**src/rtl/rle_byte_stream_expander_unit_defines.svh**
```systemverilog
// Assertion macros for the run-length expander.
// Included by the RTL files that carry concurrent checks; needs nothing else.
`ifndef RLE_BYTE_STREAM_EXPANDER_UNIT_DEFINES_SVH
`define RLE_BYTE_STREAM_EXPANDER_UNIT_DEFINES_SVH

// Same-cycle implication, disabled while reset is low
`define RBSE_ASSERT_NOW(lbl, clk, rst_n, ante, cons) \
  lbl: assert property (@(posedge clk) disable iff (!rst_n) (ante) |-> (cons)) \
    else $error("rbse check failed");

// Next-cycle implication, disabled while reset is low
`define RBSE_ASSERT_NEXT(lbl, clk, rst_n, ante, cons) \
  lbl: assert property (@(posedge clk) disable iff (!rst_n) (ante) |=> (cons)) \
    else $error("rbse check failed");

`endif

```
**src/rtl/rbse_pkg.sv**
```systemverilog
// Shared types and constants of the run-length expander.
// No dependencies; used by every module of the block.
package rbse_pkg;

  // Decoder phase
  typedef enum logic [1:0] {
    PH_HEADER  = 2'd0,
    PH_CONTROL = 2'd1,
    PH_LITERAL = 2'd2,
    PH_REPEAT  = 2'd3
  } phase_e;

  localparam logic [7:0] LitThreshold = 8'h80;
  localparam logic [7:0] LitOffset    = 8'h7F;
  localparam logic [7:0] RepOffset    = 8'd3;
  localparam logic [1:0] HeaderLast   = 2'd3;

  // One compressed input byte
  typedef struct packed {
    logic [7:0] in_byte;
    logic       stream_end;
  } in_item_t;

  // One decoded run
  typedef struct packed {
    logic [7:0] out_byte;
    logic [7:0] run_count;
    logic       clipped;
    logic       end_of_output;
  } run_t;

endpackage

```
**src/rtl/rbse_in_reg.sv**
```systemverilog
// Input register of the run-length expander.
// Depends on rbse_pkg for the input item type.
module rbse_in_reg (
  input  logic              clk_i,
  input  logic              rst_ni,
  input  logic              in_valid_i,
  output logic              in_ready_o,
  input  rbse_pkg::in_item_t in_item_i,
  output logic              item_valid_o,
  output rbse_pkg::in_item_t item_o,
  input  logic              item_take_i
);
  import rbse_pkg::*;

  logic     valid_q, valid_d;
  in_item_t item_q;
  logic     load;

  // Accept a transfer when empty or when the held item leaves this cycle
  assign in_ready_o = !valid_q || item_take_i;
  assign load       = in_valid_i && in_ready_o;

  always_comb begin
    valid_d = valid_q;
    if (load) begin
      valid_d = 1'b1;
    end else if (item_take_i) begin
      valid_d = 1'b0;
    end
  end

  always_ff @(posedge clk_i or negedge rst_ni) begin
    if (!rst_ni) begin
      valid_q <= 1'b0;
    end else begin
      valid_q <= valid_d;
    end
  end

  // Hold payload; no reset needed
  always_ff @(posedge clk_i) begin
    if (load) begin
      item_q <= in_item_i;
    end
  end

  assign item_valid_o = valid_q;
  assign item_o       = item_q;
endmodule

```
**src/rtl/rbse_core.sv**
```systemverilog
// Decode state and run computation of the run-length expander.
// Depends on rbse_pkg and the assertion macro header.
`include "rle_byte_stream_expander_unit_defines.svh"
module rbse_core (
  input  logic               clk_i,
  input  logic               rst_ni,
  input  logic               item_valid_i,
  input  rbse_pkg::in_item_t item_i,
  output logic               item_take_o,
  input  logic               out_free_i,
  output logic               run_valid_o,
  output rbse_pkg::run_t     run_o
);
  import rbse_pkg::*;

  phase_e      phase_q, phase_d;
  logic [1:0]  hdr_idx_q, hdr_idx_d;
  logic [31:0] limit_q, limit_d;
  logic [31:0] written_q, written_d;
  logic [7:0]  lit_left_q, lit_left_d;
  logic [7:0]  rep_len_q, rep_len_d;

  logic        emits;
  logic [7:0]  run_len;
  logic [31:0] room;
  logic [7:0]  take_cnt;
  logic [7:0]  lit_dec;
  run_t        run;

  // Data phases emit a run; the last byte always yields an item
  assign emits       = (phase_q == PH_LITERAL) || (phase_q == PH_REPEAT);
  assign run_valid_o = item_valid_i && (emits || item_i.stream_end);
  assign item_take_o = item_valid_i && (!run_valid_o || out_free_i);

  // Clip the run to the room left
  assign run_len  = (phase_q == PH_LITERAL) ? 8'd1 : rep_len_q;
  assign room     = limit_q - written_q;
  assign take_cnt = ({24'd0, run_len} < room) ? run_len : room[7:0];
  assign lit_dec  = lit_left_q - 8'd1;

  always_comb begin
    phase_d    = phase_q;
    hdr_idx_d  = hdr_idx_q;
    limit_d    = limit_q;
    written_d  = written_q;
    lit_left_d = lit_left_q;
    rep_len_d  = rep_len_q;
    run        = '0;
    run.end_of_output = item_i.stream_end;

    unique case (phase_q)
      PH_HEADER: begin
        limit_d = limit_q | ({24'd0, item_i.in_byte} << {hdr_idx_q, 3'b000});
        if (hdr_idx_q == HeaderLast) begin
          phase_d   = PH_CONTROL;
          hdr_idx_d = 2'd0;
        end else begin
          hdr_idx_d = hdr_idx_q + 2'd1;
        end
      end
      PH_CONTROL: begin
        if (item_i.in_byte >= LitThreshold) begin
          lit_left_d = item_i.in_byte - LitOffset;
          phase_d    = PH_LITERAL;
        end else begin
          rep_len_d = item_i.in_byte + RepOffset;
          phase_d   = PH_REPEAT;
        end
      end
      PH_LITERAL: begin
        lit_left_d = lit_dec;
        if (lit_dec == 8'd0) begin
          phase_d = PH_CONTROL;
        end
      end
      PH_REPEAT: begin
        phase_d = PH_CONTROL;
      end
      default: phase_d = PH_HEADER;
    endcase

    // Fill the run for data phases
    if (emits) begin
      written_d     = written_q + {24'd0, take_cnt};
      run.out_byte  = item_i.in_byte;
      run.run_count = take_cnt;
      run.clipped   = (take_cnt < run_len);
    end

    // Drop all state at the end of a stream
    if (item_i.stream_end) begin
      phase_d    = PH_HEADER;
      hdr_idx_d  = 2'd0;
      limit_d    = '0;
      written_d  = '0;
      lit_left_d = '0;
      rep_len_d  = '0;
    end
  end

  assign run_o = run;

  // Advance state on each consumed item
  always_ff @(posedge clk_i or negedge rst_ni) begin
    if (!rst_ni) begin
      phase_q    <= PH_HEADER;
      hdr_idx_q  <= 2'd0;
      limit_q    <= '0;
      written_q  <= '0;
      lit_left_q <= '0;
      rep_len_q  <= '0;
    end else if (item_take_o) begin
      phase_q    <= phase_d;
      hdr_idx_q  <= hdr_idx_d;
      limit_q    <= limit_d;
      written_q  <= written_d;
      lit_left_q <= lit_left_d;
      rep_len_q  <= rep_len_d;
    end
  end

  `RBSE_ASSERT_NOW(a_written_le_limit, clk_i, rst_ni, 1'b1, written_q <= limit_q)
  `RBSE_ASSERT_NOW(a_literal_pending, clk_i, rst_ni, phase_q == PH_LITERAL, lit_left_q != 8'd0)
  `RBSE_ASSERT_NEXT(a_end_restarts, clk_i, rst_ni, item_take_o && item_i.stream_end,
                    phase_q == PH_HEADER && written_q == 32'd0 && limit_q == 32'd0)
  `RBSE_ASSERT_NOW(a_clip_exact, clk_i, rst_ni, run_valid_o && emits && !run_o.clipped,
                   run_o.run_count == run_len)
endmodule

```
**src/rtl/rbse_out_reg.sv**
```systemverilog
// Result register of the run-length expander.
// Depends on rbse_pkg for the run type.
module rbse_out_reg (
  input  logic           clk_i,
  input  logic           rst_ni,
  input  logic           run_valid_i,
  input  logic           run_load_i,
  input  rbse_pkg::run_t run_i,
  output logic           out_free_o,
  output logic           out_valid_o,
  input  logic           out_ready_i,
  output rbse_pkg::run_t run_o
);
  import rbse_pkg::*;

  logic valid_q, valid_d;
  run_t run_q;
  logic load;

  // Slot frees when empty or when the held run transfers now
  assign out_free_o = !valid_q || out_ready_i;
  assign load       = run_valid_i && run_load_i;

  always_comb begin
    valid_d = valid_q;
    if (load) begin
      valid_d = 1'b1;
    end else if (out_ready_i) begin
      valid_d = 1'b0;
    end
  end

  always_ff @(posedge clk_i or negedge rst_ni) begin
    if (!rst_ni) begin
      valid_q <= 1'b0;
    end else begin
      valid_q <= valid_d;
    end
  end

  // Hold the run until transferred
  always_ff @(posedge clk_i) begin
    if (load) begin
      run_q <= run_i;
    end
  end

  assign out_valid_o = valid_q;
  assign run_o       = run_q;
endmodule

```
**src/rtl/rle_byte_stream_expander_unit.sv**
```systemverilog
// Channel | direction | payload
// in      | sink      | in_byte_i[7:0], stream_end_i
// out     | source    | out_byte_o[7:0], run_count_o[7:0], clipped_o, end_of_output_o
//
// One byte per cycle while the output does not stall; a byte passes the input register,
// then its run is decoded into the result register, from which it transfers out.
// Header and control bytes free the input register without using the result slot, unless they end the stream.
// Reset clears phase, counters and both valid flags; no clearing pass.
// A stalled output holds its run; input keeps flowing until both registers are full.
// Top level of the run-length expander; depends on rbse_pkg, rbse_in_reg,
// rbse_core and rbse_out_reg.
module rle_byte_stream_expander_unit (
  input  logic       clk_i,
  input  logic       rst_ni,
  input  logic       in_valid_i,
  output logic       in_ready_o,
  input  logic [7:0] in_byte_i,
  input  logic       stream_end_i,
  output logic       out_valid_o,
  input  logic       out_ready_i,
  output logic [7:0] out_byte_o,
  output logic [7:0] run_count_o,
  output logic       clipped_o,
  output logic       end_of_output_o
);
  import rbse_pkg::*;

  in_item_t in_item;
  in_item_t item;
  logic     item_valid;
  logic     item_take;
  logic     out_free;
  logic     run_valid;
  run_t     run;
  run_t     run_out;

  assign in_item.in_byte    = in_byte_i;
  assign in_item.stream_end = stream_end_i;

  // Input register
  rbse_in_reg u_in_reg (
    .clk_i        (clk_i),
    .rst_ni       (rst_ni),
    .in_valid_i   (in_valid_i),
    .in_ready_o   (in_ready_o),
    .in_item_i    (in_item),
    .item_valid_o (item_valid),
    .item_o       (item),
    .item_take_i  (item_take)
  );

  // Decode
  rbse_core u_core (
    .clk_i        (clk_i),
    .rst_ni       (rst_ni),
    .item_valid_i (item_valid),
    .item_i       (item),
    .item_take_o  (item_take),
    .out_free_i   (out_free),
    .run_valid_o  (run_valid),
    .run_o        (run)
  );

  // Result register
  rbse_out_reg u_out_reg (
    .clk_i       (clk_i),
    .rst_ni      (rst_ni),
    .run_valid_i (run_valid),
    .run_load_i  (item_take),
    .run_i       (run),
    .out_free_o  (out_free),
    .out_valid_o (out_valid_o),
    .out_ready_i (out_ready_i),
    .run_o       (run_out)
  );

  assign out_byte_o      = run_out.out_byte;
  assign run_count_o     = run_out.run_count;
  assign clipped_o       = run_out.clipped;
  assign end_of_output_o = run_out.end_of_output;
endmodule

```
**config.mk**
```make
export PLATFORM = sky130hd
export DESIGN_NAME = rle_byte_stream_expander_unit
export DESIGN_NICKNAME = d
export VERILOG_FILES = /design/src/rtl/rbse_pkg.sv /design/src/rtl/rbse_in_reg.sv /design/src/rtl/rbse_core.sv /design/src/rtl/rbse_out_reg.sv /design/src/rtl/rle_byte_stream_expander_unit.sv
export VERILOG_INCLUDE_DIRS = /design/src /design/src/rtl
export SDC_FILE = /design/constraint.sdc
export NUM_CORES = 1
export LEC_CHECK = 0
export BUFFER_PORTS_ARGS = -buffer_cell sky130_fd_sc_hd__buf_2
export CORE_MARGIN = 2
export CORE_UTILIZATION = 30
export DETAILED_ROUTE_END_ITERATION = 6
export SLEW_MARGIN = 0
export SYNTH_ARGS = -nofsm -noshare
export SYNTH_HDL_FRONTEND = slang
export SYNTH_SLANG_ARGS = --single-unit
```
**constraint.sdc**
```tcl
create_clock -name clk_i -period 10.9 [get_ports clk_i]
set_input_delay 2.725 -clock clk_i [delete_from_list [all_inputs] [get_ports clk_i]]
set_output_delay 2.725 -clock clk_i [all_outputs]
set_load 0.03 [all_outputs]
```
==> impl_results.md, run 1 <==
* Largest net degree at the start of global routing at a little under 60
* Post-DR vias/cell at 5.30
* Vias at 6919
* GR Overflow Total at 0
* Endpoint, Worst Hold: u_core.rep_len_q[7]$_DFFE_PN0P_
* Detail Placement HPWL at 16400 um
* Clock buffer count from CTS at 17
* I/O pins at 33
* Final setup viols at 0
* Post-CTS resize count at 0
* Initial antenna violation count at 0
* DR WL/cell at between 15 and 20 um
* Area leader, netlist: dfrtp_1
* CP max stage cell: dfrtp_1
* Worst r2r src: u_core.phase_q[1]$_DFFE_PN0P_
* Reg2reg path depth at 25
* Hold Path Class: register to register
* Worst path bufs/invs at 2
* Maximum VDD drop at ~0.00015 V
* Synth Instances at 945
* CTS root buffer: clkbuf_16
* Count leader, synth: nand2_1
* Hold slack at slightly below 0.5 ns
* Layout cells sized above 1 at under 10%
* Synth Warn # at 0
* Placer congestion estimate at 0.931
* Total Routed Length at between 20000 and 25000 um
* CP max FO at 36
* Lkg Pwr at between 4 and 5 nW
* Max cap viols at 0
* Die H at 168 um
* Cell area after synthesis at between 0.008 and 0.009 sq mm
* Peak Freq at between 0.1 and 0.15 GHz
* Post-synth top area share at between 20% and 30%
* Top delay family on crit path: simple AND/OR/NAND/NOR gates
* Vias in the first global route at ~6700
* Post-route design area at approximately 0.009 sq mm
* Shortest period the worst path allows at a little under 8 ns
* Number of synthesized register bits at between 100 and 150
* RSZ-0062 raised after global routing: false
* Setup Fix Bufs, Post-CTS at 0
* Clk_skew at 0.00858 ns
* Initial Util at a little under a third
* Syn Area/Cell at around 8.6 sq um
* Iter 0 DRT Violations at ~640
* Worst slew margin at between 20% and 30%
* Final hold violation count at 0
* Pwr Density at roughly 310 mW/mm^2
* Worst-Skew Late Latency at 0.42 ns
* Remaining DRCs at 0
* Max clock buf depth at 2
* Utilization after layout at 33.9%
* Setup Crit Path Kind: register to register
* Area Growth Syn to Fin at 11.9%
* Crit-path max cell delay at ~1 ns
* Hold Path Origin: u_core.rep_len_q[7]$_DFFE_PN0P_
* Post-synth EDFFs at 27
* Worst Max-Slew Pin Slew at about 1.1 ns
* IO Port Bufs at 32
* Commonest cells in the netlist: nand2_1 (102), nor2_1 (91), dfrtp_1 (86)
* Ys flop type: dfrtp_1
* Worst setup EP type: register
* Routed Antenna Nets at 0
* Most used cell, CP: nand4_1
* Critical Path AT at 8.16 ns
* Hold path depth at 1
* Async SR Flop Fraction at roughly 76%
* Placed instance area at about 0.0085 sq mm
* Final Slew Violations at 0
* Core area at 0.0267 sq mm
* Worst r2r dst: u_core.written_q[24]$_DFFE_PN0P_
* Synth unique cells at between 70 and 80
* Setup TNS at 0 ns
* DP Worst Slack at about 3.1 ns
* CTS tree: yes
* Syn_nets at ~1000
* Router iterations before antenna repair at 5
* Clock Sink Count at 113
* Final worst setup slack at about 3.0 ns
* GRT Util Overall at between 10% and 20%
* Nets at between 1000 and 1500
* Htree depth at 4
* Hold_buf cts at 0
* Startpoint types: register
* Die X-Extent at around 170 um
* Outcome: complete, no violations
* Reg-to-reg slack, setup at 3.02 ns
* Ant. Diodes at 0
* Worst EP required at between 10 and 15 ns
* Final worst path period share at just over 70%
* Sequential-to-total area share from yosys stat at a little over a third
* First-pass GRT wire length at between 30000 and 40000 um
* Die ar. at ~0.028 sq mm
* Rows at 60
* Clock-pin slew on the worst setup and hold paths at 0.05 ns
* Top area cells in the synthesized netlist: dfrtp_1 (27%), edfxtp_1 (10%), ha_1 (9.4%)
logic make-up after synthesis:
group / synth area share, %
AND/OR/NAND/NOR: 20.9
AO/OA/AOI/OAI: 19.4
adder cells (fa/ha/maj): 9.92
flip-flops: 36.6
XOR/XNOR: 5.41
buffers and inverters: 5.61
multiplexers: 2.22
cell type report:
| type | count | area, sq um |
|---|---|---|
| timing repair buffer | 37 | 200 |
| sequential | 113 | 2960 |
| fill | 2757 | 17700 |
| clock inverter | 11 | 115 |
| multi-input combinational | 721 | 4680 |
| tap | 341 | 427 |
| inverter | 62 | 233 |
| clock buffer | 21 | 440 |
through the flow:
| stage | instances | power, mW |
|---|---|---|
| floorplan | 945 | 1.89 |
| global placement | 1274 | 2.29 |
| detailed placement | 1274 | 2.28 |
| CTS | 1306 | 2.82 |
| global route | 1306 | 3.08 |
| finish | 1306 | 2.85 |
registers in the layout, summed over array words and instances (netlist names):
name,cells
u_core.rep_len_q,8
u_core.phase_q,2
u_core.lit_left_q,8
u_core.limit_q,32
u_core.hdr_idx_q,2
u_core.written_q,32
u_in_reg.item_o,9
u_out_reg.run_o,18
u_out_reg.out_valid_o,1
u_in_reg.item_valid_o,1
power breakdown:
group / total, mW / internal, mW / leakage [nW] / switching [mW]
sequential: 0.611 / 0.525 / 1.42 / 0.0866
combinational: 1.71 / 0.663 / 2.43 / 1.04
clock: 0.533 / 0.333 / 0.266 / 0.200
layer usage:
layer  wire length (um)  part of all wire [%]  GRT usage, %
met1              11200                    49          23.1
met2              10000                    44          25.3
met3               1090                   4.8          3.36
met4                368                   1.6          5.02
met5                  0                     0             0
worst max path at each step:
stage	from	to	slack (ns)	cells after the start
global placement	u_core.phase_q[1]$_DFFE_PN0P_	u_core.written_q[24]$_DFFE_PN0P_	3.31	25
CTS	u_core.phase_q[1]$_DFFE_PN0P_	u_core.written_q[24]$_DFFE_PN0P_	3.06	25
detailed placement	u_core.phase_q[1]$_DFFE_PN0P_	u_core.written_q[24]$_DFFE_PN0P_	3.13	25
global route	u_core.phase_q[1]$_DFFE_PN0P_	u_core.written_q[30]$_DFFE_PN0P_	2.33	25
floorplan	out_ready_i	in_ready_o	4.91	2
finish	u_core.phase_q[1]$_DFFE_PN0P_	u_core.written_q[24]$_DFFE_PN0P_	3.02	25
cell usage in the layout (no fill, tap or decap), types with 4 or more instances in the layout:
master       n
buf_4        6
and3_1       8
xnor2_1     33
and2_1      13
mux2i_1     18
nand3_1     18
or2_2        4
dfrtp_1     86
o211ai_1    16
a21o_1      14
ha_1        61
nand2b_1    12
a21oi_1     84
inv_1       61
o21a_1       9
o21ai_1      9
nor3b_1      6
o21bai_1     4
nor2b_1      5
clkbuf_1     4
a211oi_1     6
clkbuf_16   17
or3_1       11
xor2_1      17
edfxtp_1    27
nor3_1      27
nand4_1     21
o31ai_1     10
nand3b_1     5
buf_2       31
nor4_1       9
nand2_1    102
o21ai_0     49
nor2_1      91
Power figures use the tool's default switching activity.
==> inputs of run 2 (changes only) <==
==> constraint.sdc (replaced) <==
create_clock -name clk_i -period 6.58 [get_ports clk_i]
set_input_delay 1.645 -clock clk_i [delete_from_list [all_inputs] [get_ports clk_i]]
set_output_delay 1.645 -clock clk_i [all_outputs]
set_load 0.03 [all_outputs]
==> impl_results.md, run 2 (synthesized netlist as in run 1, its figures left out) <==
* Max cap viols at 0
* Worst-Skew Late Latency at 0.42 ns
* Max clock buf depth at 2
* Pwr Density at 535 mW/mm^2
* GRT Util Overall at approximately 16%
* Clock share of power at between 10% and 20%
* Total Power at between 4 and 5 mW
* Maximum VDD drop at roughly 0.00024 V
* Nets at about 1000
* Endpoint, Worst Hold: u_core.rep_len_q[6]$_DFFE_PN0P_
* Placer congestion estimate at 0.945
* Ant. Diodes at 0
* Clock buffer count from CTS at 17
* Final non-filler cell total at between 1000 and 1500
* Total Routed Length at approximately 23000 um
* Iter 0 DRT Violations at 602
* Startpoint types: register
* Crit-path max cell delay at about 0.43 ns
* Shortest period the worst path allows at around 6.3 ns
* Worst Max-Slew Pin Slew at roughly 1.2 ns
* Worst EP required at about 6.9 ns
* Utilization after layout at 34.3%
* Largest net degree at the start of global routing at 60
* CP max stage cell: fa_1
* Post-DR vias/cell at ~5.4
* Final worst path period share at 95.2%
* Sequential Power Share at between 20% and 30%
* Hold Path Class: register to register
* Critical Path AT at 6.61 ns
* Rows at 60
* Sw frac at a little under half
* Worst slew margin at about a fifth
* Remaining DRCs at 0
* Clock-pin slew on the worst setup and hold paths at 0.06 ns
* Die ar. at roughly 0.028 sq mm
* Hold Path Origin: u_core.rep_len_q[6]$_DFFE_PN0P_
* CP startpoint: u_core.limit_q[0]$_DFFE_PN0P_
* First-pass GRT wire length at roughly 37000 um
* Worst r2r dst: u_core.written_q[9]$_DFFE_PN0P_
* Initial antenna violation count at 0
* Hold path depth at 2
* DP Worst Slack at approximately 0.13 ns
* Core area at approximately 0.027 sq mm
* I/O pins at 33
* Final hold violation count at 0
* Setup TNS at 0 ns
* Final Slew Violations at 0
* RSZ-0062 raised after global routing: true
* Worst r2r src: u_core.limit_q[0]$_DFFE_PN0P_
* Die H at 168 um
* Reg-to-reg slack, setup at around 0.31 ns
* CP max FO at 6
* Filler cell count at approximately 2800
* Comb pwr share at about three fifths
* Pint at about 2.6 mW
* Setup Crit Path Kind: register to register
* Outcome: complete, no violations
* CTS root buffer: clkbuf_16
* Routed Antenna Nets at 0
* Lkg Pwr at around 4.2 nW
* Die X-Extent at ~170 um
* Layout cells sized above 1 at just over 10%
* Commonest cells after routing, fill and taps aside: nand2_1 (102), nor2_1 (91), dfrtp_1 (86), a21oi_1 (81)
* Router iterations before antenna repair at 4
* IO Port Bufs at 32
* GR Overflow Total at 0
* Clock Sink Count at between 100 and 150
* Sw Pwr at 2.32 mW
* Vias at roughly 7100
* Final worst setup slack at ~0.31 ns
* Inst Count DP at around 1300
* Detail Placement HPWL at approximately 17000 um
* DR WL/cell at 17.5 um
* Peak Freq at 0.160 GHz
* Htree depth at 4
* Hold_buf cts at 0
* Worst setup EP type: register
* Initial Util at 30.3%
* Commonest non-fill, non-tap cell in the layout: nand2_1
* CTS tree: yes
* Most used cell, CP: a21o_1
* Vias in the first global route at a little under 7000
* Reg2reg path depth at 30
* Final setup viols at 0
* Area Growth Syn to Fin at 13.3%
* Clk_skew at approximately 0.0072 ns
==> run 2: changes by cell type in the layout (fill, tap and decap cells not counted), sizes merged <==
cell / delta
buf: +8
clkbuf: -3
clkinv: +1
clkinvlp: +1
inv: +1
==> run 2: timing repair <==
item,CTS,global route
endpoints found under the setup margin,0,24
resized for setup,0,10
setup buffers,0,2
==> run 2: layout make-up <==
type                    instances  area (sq um)  area share [%]
multi-input cells             721          4730            51.5
flip-flops and latches        113          2960            32.3
clock buffers                  18           429            4.68
well taps                     341           427            4.65
repair buffers                 45           260            2.84
inverters                      62           233            2.54
clock inverters                14           141            1.54
==> run 2: worst max-delay path by stage <==
stage,to,depth (start not counted),slack (ns)
floorplan,u_core.written_q[24]$_DFFE_PN0P_,31,0.75
global placement,u_core.written_q[24]$_DFFE_PN0P_,31,0.29
detailed placement,u_core.written_q[24]$_DFFE_PN0P_,30,0.13
CTS,u_core.written_q[24]$_DFFE_PN0P_,30,0.09
global route,u_core.written_q[9]$_DFFE_PN0P_,30,-0.05
finish,u_core.written_q[9]$_DFFE_PN0P_,30,0.31
==> run 2: power groups by stage <==
| stage | logic [mW] | registers [mW] | clock network, mW |
|---|---|---|---|
| floorplan | 2.15 | 0.984 | 0 |
| global placement | 2.88 | 1.01 | 0 |
| detailed placement | 2.88 | 1.01 | 0 |
| CTS | 2.90 | 0.999 | 0.902 |
| global route | 3.31 | 1.02 | 0.939 |
| finish | 3.01 | 1.00 | 0.893 |
==> run 2: metal layers <==
metal	global-route usage [%]	wire length, um	vias up
li1	-	-	3410
met1	22.7	11000	3451
met2	26.0	10400	193
met3	2.89	1180	30
met4	5.13	368	0
met5	0	0	-
==> run 2: worst max-delay path: cells and delay by family (launching register included) <==
family,cells,cell delay (ns)
AO/OA/AOI/OAI,15,3.12
adder cells (fa/ha/maj),4,1.04
AND/OR/NAND/NOR,4,0.65
buffers and inverters,5,0.59
flip-flops,1,0.38
multiplexers,1,0.21
XOR/XNOR,1,0.20
==> run 2: through the flow <==
step / cell area [sq um] / hold WS [ns]
after floorplan: 8100 / 0.448
after global placement: 8550 / 0.461
after detailed placement: 8550 / 0.466
after CTS: 9120 / 0.479
after global routing: 9180 / 0.509
final: 9180 / 0.477
==> inputs of run 3 (changes only) <==
--- a/config.mk
+++ b/config.mk
@@ -13,4 +13,5 @@
 export SLEW_MARGIN = 0
 export SYNTH_ARGS = -nofsm -noshare
 export SYNTH_HDL_FRONTEND = slang
+export SYNTH_HIERARCHICAL = 1
 export SYNTH_SLANG_ARGS = --single-unit
==> impl_results.md, run 3 <==
* Outcome: complete, no violations
* Setup Crit Path Kind: register to register
* Placer congestion estimate at roughly 0.9
* Vias at about 7000
* Vias in the first global route at approximately 6600
* Syn Area/Cell at between 8 and 9 sq um
* Setup TNS at 0 ns
* Layout cells sized above 1 at roughly 10%
* Clock-pin slew on the worst setup and hold paths at about 0.06 ns
* Die X-Extent at 168 um
* Router iterations before antenna repair at 5
* CP startpoint: u_core/written_q[10]$_DFFE_PN0P_
* CP max FO at 8
* Maximum VDD drop at 0.000210 V
* Syn_nets at approximately 1000
* Synth Warn # at 6
* Hold slack at between 0.4 and 0.5 ns
* Worst EP required at between 6 and 7 ns
* Critical Path AT at between 6 and 7 ns
* Remaining DRCs at 0
* Area leader, netlist: dfrtp_1
* Commonest non-fill, non-tap cell in the layout: nor2_1
* Ys flop type: dfrtp_1
* Sw frac at about 47%
* Htree depth at 4
* Post-DR vias/cell at 5.36
* DR WL/cell at between 15 and 20 um
* Nets at 1023
* Lkg Pwr at about 4 nW
* Core area at 0.0267 sq mm
* Area Growth Syn to Fin at 13.0%
* Hold Path Origin: u_core/rep_len_q[3]$_DFFE_PN0P_
* GRT Util Overall at between 10% and 20%
* Sequential Power Share at 20.9%
* Worst-Skew Late Latency at 0.42 ns
* RSZ-0062 raised after global routing: false
* Clock Sink Count at about 110
* Detail Placement HPWL at around 16000 um
* Commonest cells in the netlist: nor2_1 (110), dfrtp_1 (86), nand2_1 (79)
* Post-synth top area share at between 20% and 30%
* Startpoint types: register
* Crit-path max cell delay at slightly below 0.6 ns
* Initial Util at 30.3%
* Total Routed Length at around 22000 um
* Top area cells in the synthesized netlist: dfrtp_1 (27%), edfxtp_1 (10%), ha_1 (9.4%)
* Count leader, synth: nor2_1
* Rows at 60
* Shortest period the worst path allows at a little over 6 ns
* Final worst path period share at slightly above 90%
* CP cell instances: inv_1 > ha_1 > and3_1 > nand2_1 > a2111oi_1 > or2_1 > a311oi_1 > nand4b_1 > a2111o_1 > nor3_4 > buf_12 > mux2i_1 > ha_1 > fa_1 > nand3_1 > a21oi_1 > o21a_1 > o21ai_0 > a2111oi_1 > buf_4 > nand3_1 > nor4_1 > xnor2_1 > nor2_1
* Clock buffer count from CTS at 17
* GR Overflow Total at 0
* Initial antenna violation count at 0
* Cell area after synthesis at about 0.0081 sq mm
* Die ar. at between 0.02 and 0.03 sq mm
* IO Port Bufs at 32
* Comb pwr share at 60.4%
* CTS tree: yes
* Worst Max-Slew Pin Slew at between 1 and 1.5 ns
* Pint at ~2.6 mW
* Ant. Diodes at 0
* Commonest cells after routing, fill and taps aside: nor2_1 (110), dfrtp_1 (86), nand2_1 (79), a21oi_1 (76), ha_1 (61)
* Routed Antenna Nets at 0
* Peak Freq at between 0.15 and 0.2 GHz
* Sequential-to-total area share from yosys stat at between 30 and 40%
* Clk_skew at 0.0139 ns
* CP max stage cell: a2111oi_1
* Worst slew margin at 18.3%
* Hold Path Class: register to register
* Max clock buf depth at 2
* Worst setup EP type: register
* Final Slew Violations at 0
* First-pass GRT wire length at around 36000 um
* Post-synth EDFFs at 27
* Die H at around 170 um
* Iter 0 DRT Violations at 606
* I/O pins at 33
* Sw Pwr at approximately 2.3 mW
* Async SR Flop Fraction at between 70% and 80%
* Worst r2r src: u_core/written_q[10]$_DFFE_PN0P_
* Pwr Density at 528 mW/mm^2
* CTS root buffer: clkbuf_16
* Max cap viols at 0
* Synth unique cells at 81
* Number of synthesized register bits at roughly 110
* Final hold violation count at 0
* Largest net degree at the start of global routing at 62
* Clock share of power at 18.7%
* Final setup viols at 0
* Synth Instances at roughly 930
[run 3: repair_timing]
action	in CTS	in global routing
setup endpoints to repair	0	16
resized for setup	0	2
setup buffers	0	2
hold buffers	0	0
[run 3: final timing paths]
check                                                   end  slack (ns)  depth (start not counted)
max                        u_core/written_q[28]$_DFFE_PN0P_        0.51                         24
min                         u_core/rep_len_q[3]$_DFFE_PN0P_        0.48                          2
max reg2reg                u_core/written_q[28]$_DFFE_PN0P_        0.51                         24
min reg2reg                 u_core/rep_len_q[3]$_DFFE_PN0P_        0.48                          2
max in group asynchronous  u_core/written_q[29]$_DFFE_PN0P_        4.28                          2
min in group asynchronous  u_core/lit_left_q[2]$_DFFE_PN0P_        1.13                          1
[run 3: metrics by stage]
| step | setup slack (ns) | utilization (%) | cells | total power, mW | area [sq um] |
|---|---|---|---|---|---|
| after detailed placement | 0.203 | 32.0 | 1267 | 3.87 | 8550 |
| after global routing | 0.00259 | 34.3 | 1301 | 5.22 | 9160 |
| final | 0.505 | 34.3 | 1301 | 4.83 | 9160 |
| after global placement | 0.422 | 32.0 | 1267 | 3.84 | 8550 |
| after floorplan | 0.651 | - | 932 | 3.21 | 8100 |
| after CTS | 0.178 | 34.1 | 1299 | 4.80 | 9120 |
[run 3: worst max-delay path: cells and delay by family, from the launching register on]
kind	cells	cell delay, ns
buffers and inverters	3	0.45
AO/OA/AOI/OAI	7	2.07
adder cells (fa/ha/maj)	3	0.94
AND/OR/NAND/NOR	9	1.68
multiplexers	1	0.22
XOR/XNOR	1	0.16
flip-flops	1	0.37
[run 3: layer usage]
layer	vias to the layer above	track usage, %	share of wire [%]
met5	-	0	0
met4	0	4.57	1.6
met3	23	3.13	5.7
met2	218	24.5	45
met1	3374	22.8	48
li1	3360	-	-
[run 3: power by group through the flow]
stage	clock network [mW]	logic, mW	registers, mW
6_report	0.904	2.92	1.01
5_1_grt	0.955	3.24	1.03
4_1_cts	0.925	2.87	1.01
3_5_place_dp	0	2.85	1.02
3_3_place_gp	0	2.83	1.01
2_1_floorplan	0	2.21	0.993
[run 3: kinds of logic (layout without fill, tap and decap cells)]
family                     after synthesis  in the layout  synth area share (%)
DFF                                    113            113                  36.6
adders and majority gates               63             63                  9.92
xor gates and xnor gates                52             52                  5.62
buffers and inverters                  104            132                  5.25
AOI/OAI and AO/OA                      244            244                  19.6
muxes                                   22             22                  2.95
and+or+nand+nor                        334            334                  20.1
[run 3: cell type report]
type                       count  area [sq um]
tap                          341           427
clock buffer                  20           437
timing repair buffer          43           258
sequential                   113          2960
fill                        2745         17600
multi-input combinational    715          4720
inverter                      57           214
clock inverter                12           138
